## config.mk

```make
export PLATFORM = sky130hd
export DESIGN_NAME = nearest_neighbor_downscaler
export DESIGN_NICKNAME = d
export VERILOG_FILES = /design/src/hdl/nnds_pkg.sv /design/src/hdl/nearest_neighbor_downscaler.sv /design/src/hdl/nnds_front.sv /design/src/hdl/nnds_queue.sv /design/src/hdl/nnds_back.sv
export SDC_FILE = /design/constraint.sdc
export NUM_CORES = 1
export LEC_CHECK = 0
export ABC_CLOCK_PERIOD_IN_PS = 8800
export BUFFER_PORTS_ARGS = -buffer_cell sky130_fd_sc_hd__buf_2
export CAP_MARGIN = 20
export CORE_MARGIN = 2
export CORE_UTILIZATION = 25
export CTS_BUF_LIST = sky130_fd_sc_hd__clkbuf_16
export DETAILED_ROUTE_END_ITERATION = 6
export REMOVE_ABC_BUFFERS = 1
export SYNTH_ARGS = -nofsm -noshare
export SYNTH_HDL_FRONTEND = slang
export SYNTH_SLANG_ARGS = --single-unit
```

## constraint.sdc

```tcl
create_clock -name i_clk -period 8.8 [get_ports i_clk]
set_clock_uncertainty 0.15 [all_clocks]
set_input_delay 0.88 -clock i_clk [delete_from_list [all_inputs] [get_ports i_clk]]
set_output_delay 0.88 -clock i_clk [all_outputs]
set_load 0.005 [all_outputs]
```

## src/hdl/nnds_pkg.sv

```systemverilog
package nnds_pkg;

    localparam int MAX_DIM_LOG2 = 8;
    localparam int MAX_DIM      = 1 << MAX_DIM_LOG2;
    localparam int MAX_SOURCE   = 8192;

    localparam int SIZE_W = 14;
    localparam int POS_W  = 13;
    localparam int PH_W   = $clog2(MAX_DIM * MAX_SOURCE) + 1;
    localparam int NK_W   = PH_W - MAX_DIM_LOG2;
    localparam int PIX_W  = 8;

    localparam int Q_DEPTH = 4;
    localparam int Q_AW    = $clog2(Q_DEPTH);

    localparam int CFG_IDX_W = 2;
    localparam logic [CFG_IDX_W-1:0] CFG_WIDTH  = CFG_IDX_W'(0);
    localparam logic [CFG_IDX_W-1:0] CFG_HEIGHT = CFG_IDX_W'(1);

    typedef struct packed {
        logic [PIX_W-1:0] red;
        logic [PIX_W-1:0] green;
        logic [PIX_W-1:0] blue;
        logic             eol;
        logic             eof;
    } t_pix;

    typedef struct packed {
        logic valid;
        t_pix pix;
    } t_slot;

    function automatic logic [SIZE_W-1:0] eff_size(input logic [SIZE_W-1:0] v);
        logic [SIZE_W-1:0] r;
        r = v;
        if (v == '0) begin
            r = SIZE_W'(1);
        end else if (v > SIZE_W'(MAX_SOURCE)) begin
            r = SIZE_W'(MAX_SOURCE);
        end
        return r;
    endfunction

    function automatic logic [SIZE_W-1:0] max3(input logic [SIZE_W-1:0] a,
                                               input logic [SIZE_W-1:0] b);
        logic [SIZE_W-1:0] r;
        r = (a > b) ? a : b;
        if (r < SIZE_W'(MAX_DIM)) begin
            r = SIZE_W'(MAX_DIM);
        end
        return r;
    endfunction

endpackage

```

## src/hdl/nearest_neighbor_downscaler.sv

```systemverilog
// Channel    Direction  Handshake           Payload
// pixel in   input      i_valid / o_stall   i_red_in, i_green_in, i_blue_in
// pixel out  output     o_valid / i_stall   o_red_out, o_green_out, o_blue_out, o_end_of_line,
//                                           o_end_of_frame
// config     input      i_cfg_we            i_cfg_idx, i_cfg_data
//
// One source pixel is accepted every clock while o_stall is low; the front classifier decides in that cycle.
// A kept pixel reaches the output through a four-entry queue and the output register.
// o_stall rises only while the queue is full because the output side is stalled.
// Reset is synchronous and leaves a 256 by 256 source size.
module nearest_neighbor_downscaler
    import nnds_pkg::*;
(
    input  logic                 i_clk,
    input  logic                 i_rst_n,
    input  logic                 i_cfg_we,
    input  logic [CFG_IDX_W-1:0] i_cfg_idx,
    input  logic [SIZE_W-1:0]    i_cfg_data,
    input  logic                 i_valid,
    output logic                 o_stall,
    input  logic [PIX_W-1:0]     i_red_in,
    input  logic [PIX_W-1:0]     i_green_in,
    input  logic [PIX_W-1:0]     i_blue_in,
    output logic                 o_valid,
    input  logic                 i_stall,
    output logic [PIX_W-1:0]     o_red_out,
    output logic [PIX_W-1:0]     o_green_out,
    output logic [PIX_W-1:0]     o_blue_out,
    output logic                 o_end_of_line,
    output logic                 o_end_of_frame
);

    t_slot push, head;
    logic  q_full, pop;

    nnds_front u_front (
        .i_clk      (i_clk),
        .i_rst_n    (i_rst_n),
        .i_cfg_we   (i_cfg_we),
        .i_cfg_idx  (i_cfg_idx),
        .i_cfg_data (i_cfg_data),
        .i_valid    (i_valid),
        .o_stall    (o_stall),
        .i_red_in   (i_red_in),
        .i_green_in (i_green_in),
        .i_blue_in  (i_blue_in),
        .i_q_full   (q_full),
        .o_push     (push)
    );

    nnds_queue u_queue (
        .i_clk   (i_clk),
        .i_rst_n (i_rst_n),
        .i_push  (push),
        .o_full  (q_full),
        .i_pop   (pop),
        .o_head  (head)
    );

    nnds_back u_back (
        .i_clk          (i_clk),
        .i_rst_n        (i_rst_n),
        .i_head         (head),
        .o_pop          (pop),
        .o_valid        (o_valid),
        .i_stall        (i_stall),
        .o_red_out      (o_red_out),
        .o_green_out    (o_green_out),
        .o_blue_out     (o_blue_out),
        .o_end_of_line  (o_end_of_line),
        .o_end_of_frame (o_end_of_frame)
    );

endmodule

```

## src/hdl/nnds_front.sv

```systemverilog
module nnds_front
    import nnds_pkg::*;
(
    input  logic                 i_clk,
    input  logic                 i_rst_n,
    input  logic                 i_cfg_we,
    input  logic [CFG_IDX_W-1:0] i_cfg_idx,
    input  logic [SIZE_W-1:0]    i_cfg_data,
    input  logic                 i_valid,
    output logic                 o_stall,
    input  logic [PIX_W-1:0]     i_red_in,
    input  logic [PIX_W-1:0]     i_green_in,
    input  logic [PIX_W-1:0]     i_blue_in,
    input  logic                 i_q_full,
    output t_slot                o_push
);

    logic [SIZE_W-1:0] r_eff_w, r_eff_h, r_m;
    logic [POS_W-1:0]  r_src_col, r_src_row;
    logic [PH_W-1:0]   r_col_ph, r_row_ph;

    logic [SIZE_W-1:0] n_eff, n_m;
    logic              accept, restart;
    logic [PH_W:0]     m_x, w_lim, h_lim, col_nx, row_nx;
    logic [PH_W+1:0]   col_nx2, row_nx2;
    logic              col_ok, row_ok, col_kept, row_kept, eol, eof;
    logic              row_end, frame_end;

    assign accept  = i_valid && !i_q_full;
    assign o_stall = i_q_full;

    assign n_eff   = eff_size(i_cfg_data);
    assign n_m     = (i_cfg_idx == CFG_WIDTH) ? max3(n_eff, r_eff_h) : max3(r_eff_w, n_eff);
    assign restart = i_cfg_we && (i_cfg_idx == CFG_WIDTH || i_cfg_idx == CFG_HEIGHT);

    assign m_x   = (PH_W+1)'(r_m);
    assign w_lim = (PH_W+1)'({r_eff_w, {MAX_DIM_LOG2{1'b0}}});
    assign h_lim = (PH_W+1)'({r_eff_h, {MAX_DIM_LOG2{1'b0}}});

    assign col_nx  = (PH_W+1)'(r_col_ph) + m_x;
    assign row_nx  = (PH_W+1)'(r_row_ph) + m_x;
    assign col_nx2 = (PH_W+2)'(col_nx) + (PH_W+2)'(m_x);
    assign row_nx2 = (PH_W+2)'(row_nx) + (PH_W+2)'(m_x);

    assign col_ok   = col_nx <= w_lim;
    assign row_ok   = row_nx <= h_lim;
    assign col_kept = col_ok && (r_col_ph[PH_W-1:MAX_DIM_LOG2] == NK_W'(r_src_col));
    assign row_kept = row_ok && (r_row_ph[PH_W-1:MAX_DIM_LOG2] == NK_W'(r_src_row));
    assign eol      = col_nx2 > (PH_W+2)'(w_lim);
    assign eof      = eol && (row_nx2 > (PH_W+2)'(h_lim));

    assign row_end   = (SIZE_W'(r_src_col) + SIZE_W'(1)) >= r_eff_w;
    assign frame_end = (SIZE_W'(r_src_row) + SIZE_W'(1)) >= r_eff_h;

    always_comb begin
        o_push.valid     = accept && row_kept && col_kept;
        o_push.pix.red   = i_red_in;
        o_push.pix.green = i_green_in;
        o_push.pix.blue  = i_blue_in;
        o_push.pix.eol   = eol;
        o_push.pix.eof   = eof;
    end

    always_ff @(posedge i_clk) begin
        if (!i_rst_n) begin
            r_eff_w   <= SIZE_W'(MAX_DIM);
            r_eff_h   <= SIZE_W'(MAX_DIM);
            r_m       <= SIZE_W'(MAX_DIM);
            r_src_col <= '0;
            r_src_row <= '0;
            r_col_ph  <= '0;
            r_row_ph  <= '0;
        end else if (restart) begin
            if (i_cfg_idx == CFG_WIDTH) begin
                r_eff_w <= n_eff;
            end else begin
                r_eff_h <= n_eff;
            end
            r_m       <= n_m;
            r_src_col <= '0;
            r_src_row <= '0;
            r_col_ph  <= '0;
            r_row_ph  <= '0;
        end else if (accept) begin
            if (row_end) begin
                r_src_col <= '0;
                r_col_ph  <= '0;
                if (frame_end) begin
                    r_src_row <= '0;
                    r_row_ph  <= '0;
                end else begin
                    r_src_row <= r_src_row + POS_W'(1);
                    if (row_kept) begin
                        r_row_ph <= row_nx[PH_W-1:0];
                    end
                end
            end else begin
                r_src_col <= r_src_col + POS_W'(1);
                if (row_kept && col_kept) begin
                    r_col_ph <= col_nx[PH_W-1:0];
                end
            end
        end
    end

endmodule

```

## src/hdl/nnds_queue.sv

```systemverilog
module nnds_queue
    import nnds_pkg::*;
(
    input  logic  i_clk,
    input  logic  i_rst_n,
    input  t_slot i_push,
    output logic  o_full,
    input  logic  i_pop,
    output t_slot o_head
);

    t_pix            r_mem [Q_DEPTH];
    logic [Q_AW-1:0] r_wr_ptr, r_rd_ptr;
    logic [Q_AW:0]   r_count;

    logic do_push, do_pop;

    assign o_full      = r_count == (Q_AW+1)'(Q_DEPTH);
    assign do_push     = i_push.valid && !o_full;
    assign do_pop      = i_pop && (r_count != '0);
    assign o_head.valid = r_count != '0;
    assign o_head.pix   = r_mem[r_rd_ptr];

    always_ff @(posedge i_clk) begin
        if (do_push) begin
            r_mem[r_wr_ptr] <= i_push.pix;
        end
    end

    always_ff @(posedge i_clk) begin
        if (!i_rst_n) begin
            r_wr_ptr <= '0;
            r_rd_ptr <= '0;
            r_count  <= '0;
        end else begin
            if (do_push) begin
                r_wr_ptr <= r_wr_ptr + Q_AW'(1);
            end
            if (do_pop) begin
                r_rd_ptr <= r_rd_ptr + Q_AW'(1);
            end
            if (do_push && !do_pop) begin
                r_count <= r_count + (Q_AW+1)'(1);
            end else if (do_pop && !do_push) begin
                r_count <= r_count - (Q_AW+1)'(1);
            end
        end
    end

endmodule

```

## src/hdl/nnds_back.sv

```systemverilog
module nnds_back
    import nnds_pkg::*;
(
    input  logic             i_clk,
    input  logic             i_rst_n,
    input  t_slot            i_head,
    output logic             o_pop,
    output logic             o_valid,
    input  logic             i_stall,
    output logic [PIX_W-1:0] o_red_out,
    output logic [PIX_W-1:0] o_green_out,
    output logic [PIX_W-1:0] o_blue_out,
    output logic             o_end_of_line,
    output logic             o_end_of_frame
);

    logic r_valid;
    t_pix r_pix;
    logic load;

    assign load  = i_head.valid && (!r_valid || !i_stall);
    assign o_pop = load;

    always_ff @(posedge i_clk) begin
        if (!i_rst_n) begin
            r_valid <= 1'b0;
        end else if (load) begin
            r_valid <= 1'b1;
        end else if (!i_stall) begin
            r_valid <= 1'b0;
        end
    end

    always_ff @(posedge i_clk) begin
        if (load) begin
            r_pix <= i_head.pix;
        end
    end

    assign o_valid        = r_valid;
    assign o_red_out      = r_pix.red;
    assign o_green_out    = r_pix.green;
    assign o_blue_out     = r_pix.blue;
    assign o_end_of_line  = r_pix.eol;
    assign o_end_of_frame = r_pix.eof;

endmodule

```

==> results.toml <==
[drt]
initialDrtViolationCount = 1180
detail_route.drc_violations = 0
routed-via-count = 13100
postRouteAntennaNets = 0
routed_wl_um = 45200
routedWlPerCell_um = 17.5
drt-vias-per-instance = 5.04
drt_pass1_iterations = 5

[yosys]
synthAdderAreaFrac = 0.140
ys_seq_area_frac = 0.387
asyncSetResetFlopFracSynth = 0
post_synth_main_area_contributors = "sky130_fd_sc_hd__edfxtp_1 24%, sky130_fd_sc_hd__dfxtp_1 15%, sky130_fd_sc_hd__ha_1 13%"
post_synth_mux_area_share = 0.0453
synth-compound-area-share = 0.164
primary_flip_flop_cell_chosen_by_synthesis_mapping = "sky130_fd_sc_hd__edfxtp_1"
number_of_warning_messages_in_the_yosys_log = 0
mean_cell_area_of_the_mapped_netlist_um2 = 9.82
yosys_reg_bits = 250
synthSimpleGateAreaFrac = 0.164
netlist.area_leader.share = 0.239
yosys.area_share.xor_xnor = 0.0639
synth_top_area_cell = "sky130_fd_sc_hd__edfxtp_1"
synth_edf_count = 130
synth.cell_area_mm2 = 0.0163
netlist_instances = 1662
synth_cell_types = 82
largest_family_of_logic_cells_by_synthesized_area = "compound AO/OA/AOI/OAI gates"

[place]
placed_cells = 2534
placement.io_buffers = 72
place_congestion = 0.917
detailed_place_hpwl_um = 33600

[sta]
finalSetupTns_ps = 0
final.hold.worst_slack_ps = 314
fmax_ghz = 0.149
finalHoldViolCount = 0
worst_pin_slew_ps = 889
grt_setup_unrepaired = "false"
timing.final.crit_share = 0.764
setup_viol_count_final = 0
period_minus_ws_final_ps = 6720
max-slew-margin-rel = 0.408
drv_slew = 0

[clock_network]
hold_fix_buffer_count_after_cts = 0
cts_max_level = 1
clock_insertion_delay_worst_skew_ps = 580
clockRootBuffer = "sky130_fd_sc_hd__clkbuf_16"
numCtsBuffers = 28
worst_setup_hold_path_clk_slew_ps = 70
cts-resized-gates = 0
cts_post_setup_buffers_inserted = 0
cts_tree = "yes"
clockBufferDepth = 3
clkSinkCount = 250

[critical_path]
cp_top_family = "simple AND/OR/NAND/NOR gates"
setup.worst_path.end_class = "flip-flop"
crit_path_top_delay_cell = "sky130_fd_sc_hd__dfxtp_1"
start_kind = "flip-flop"
crit-reg2reg-capture = "u_queue.r_count[2]"
worstPathArrival_ps = 7070
number_of_buffers_and_inverters_on_the_critical_path = 2
cell_occurring_most_often_along_the_worst_timing_path = "sky130_fd_sc_hd__ha_1"
required_ps = 9150
reg2reg_depth = 22
worstPathMaxFanout = 9
critPathKind = "reg2reg"
timing.rr.start = "u_front.r_m[1]"
regToRegSetupSlack_ps = 2080
critical-path-max-stage-delay_ps = 590
worstPathCellList = "ha_1, a211o_1, nor4b_1, or4_1, a31o_2, nand2_1, nor2_1, and3_1, xnor2_1, inv_1, ha_1, nand4_1, nor4_1, o21ai_0, or4_4, a211oi_4, ha_1, inv_1, fa_1, xor2_1, or3_1, a21boi_0"

[floorplan]
die_h_um = 259
fp.coreArea_mm2 = 0.0645
die-area_mm2 = 0.0673
initial_utilization = 0.253
number_of_rows_in_the_core_area = 93
num_io_pins = 73
die_width_um = 259

[min_path]
hold_path_class = "reg2reg"
worstHoldStart = "u_front.r_row_ph[4]"
worst_hold_path.num_cells = 2
min_delay_worst_endpoint = "u_front.r_row_ph[4]"

[power]
static-leakage-power_nw = 7.47
sw_frac_of_total = 0.296
ir_drop_mv = 0.136
finalPower_mw = 3.35
power_switching_mw = 0.991
pwr-share-seq = 0.441
powerDensity_mw_per_mm2 = 181
internal-power_mw = 2.36
p_comb_frac = 0.224
pwr-share-clk = 0.335

[flow_run]
maxCapViolCount = 0

[layout]
layout_commonest_cell = "sky130_fd_sc_hd__ha_1"
finalNonFillerCells = 2589
final_layout_size_suffix_gt1_frac = 0.107
area_growth_syn_to_layout_pct = 13.3
most-common-layout-cells = "175 x sky130_fd_sc_hd__ha_1, 155 x sky130_fd_sc_hd__nand2_1, 130 x sky130_fd_sc_hd__edfxtp_1"
nets = 1936
utilization = 0.287

[global_route]
wire_length_of_the_first_global_routing_pass_um = 70900
grt_pass1_vias = 12700
gr_overflow_total = 0
grt_util_all_layers = 0.132
antenna_found_initial = 1
grt_max_degree = 52

[outcome]
status = "finished clean"
layer usage:
metal	global-route usage	share of wire
met1	0.183	0.47
met4	0.0369	0.028
met2	0.206	0.43
met3	0.0274	0.068
met5	0	0.00029
flip-flops by register name, summed over array words and instances, names as in the netlist, 13 cells and up:
name	flops
u_queue.r_mem	104
u_front.r_row_ph	22
u_front.r_src_col	13
u_front.r_m	14
u_front.r_col_ph	22
u_front.r_eff_w	14
u_front.r_eff_h	14
u_front.r_src_row	13
tightest hold or removal path: cells and delay by family (launching register included):
family             cells  cell delay [ps]
DFF                    1              320
and+or+nand+nor        1               50
AOI/OAI and AO/OA      1               50
cells in the mapped netlist (5+ instances only):
cell	count
sky130_fd_sc_hd__mux2i_1	12
sky130_fd_sc_hd__o221ai_1	11
sky130_fd_sc_hd__nand3b_1	21
sky130_fd_sc_hd__o22ai_1	7
sky130_fd_sc_hd__a21oi_1	121
sky130_fd_sc_hd__a31oi_1	6
sky130_fd_sc_hd__nor3_1	26
sky130_fd_sc_hd__xnor2_1	57
sky130_fd_sc_hd__o21bai_1	6
sky130_fd_sc_hd__o2111ai_1	6
sky130_fd_sc_hd__nand2b_1	14
sky130_fd_sc_hd__a21boi_0	23
sky130_fd_sc_hd__fa_1	5
sky130_fd_sc_hd__and4_1	6
sky130_fd_sc_hd__xor2_1	62
sky130_fd_sc_hd__a21o_1	36
sky130_fd_sc_hd__inv_1	84
sky130_fd_sc_hd__nand3_1	51
sky130_fd_sc_hd__and2_1	17
sky130_fd_sc_hd__nor4_1	16
sky130_fd_sc_hd__or2_2	6
sky130_fd_sc_hd__a22o_1	14
sky130_fd_sc_hd__a211oi_1	13
sky130_fd_sc_hd__nand4_1	27
sky130_fd_sc_hd__clkbuf_1	56
sky130_fd_sc_hd__nor2_1	86
sky130_fd_sc_hd__or3_1	14
sky130_fd_sc_hd__o21ai_0	63
sky130_fd_sc_hd__and3_1	27
sky130_fd_sc_hd__nor2b_1	31
sky130_fd_sc_hd__nand2_1	155
sky130_fd_sc_hd__o21a_1	17
sky130_fd_sc_hd__a2111oi_0	5
sky130_fd_sc_hd__o31ai_1	12
sky130_fd_sc_hd__edfxtp_1	130
sky130_fd_sc_hd__or4_1	5
sky130_fd_sc_hd__ha_1	175
sky130_fd_sc_hd__o211ai_1	10
sky130_fd_sc_hd__dfxtp_1	120
sky130_fd_sc_hd__o2bb2ai_1	8
sky130_fd_sc_hd__mux4_2	26
worst max-delay path by stage:
stage | startpoint | to | slack, ps | depth (start not counted)
floorplan | u_front.r_m[0] | u_queue.r_count[2] | 3070 | 22
global route | u_front.r_m[1] | u_queue.r_count[2] | 1690 | 23
global placement | u_front.r_m[1] | u_queue.r_count[2] | 2230 | 22
finish | u_front.r_m[1] | u_queue.r_count[2] | 2080 | 22
CTS | u_front.r_m[1] | u_queue.r_count[2] | 2190 | 22
detailed placement | u_front.r_m[1] | u_queue.r_count[2] | 2170 | 22
metrics by stage:
stage	instance area [µm²]	setup slack [ps]
detailed placement	17600	2170
global route	18500	1690
floorplan	16000	3070
global placement	17600	2230
finish	18500	2080
CTS	18400	2190
cells by family (layout without fill, tap and decap cells):
family                   count (synthesis)  count (layout)
multiplexers                            41              41
other                                    0               1
AND/OR/NAND/NOR                        521             521
adder cells (fa/ha/maj)                180             180
XOR/XNOR                               119             119
buffers and inverters                  150             221
AO/OA/AOI/OAI                          401             401
flip-flops                             250             250
power by group through the flow:
stage / Sequential, mW / Clock, mW / Combinational, mW
after floorplan: 1.51 / 0 / 0.448
after global placement: 1.52 / 0 / 0.701
after detailed placement: 1.53 / 0 / 0.710
after CTS: 1.50 / 1.15 / 0.714
after global routing: 1.49 / 1.20 / 0.829
final: 1.48 / 1.12 / 0.749
final cells by class:
class / count / area (µm²)
antenna: 1 / 2.50
clock buffer: 28 / 701
clock inverter: 24 / 170
fill: 6721 / 46000
inverter: 84 / 315
multi-input combinational: 1262 / 9430
sequential: 250 / 6310
tap: 855 / 1070
timing repair buffer: 85 / 490
Note: power is estimated with default switching activity, not from simulation.
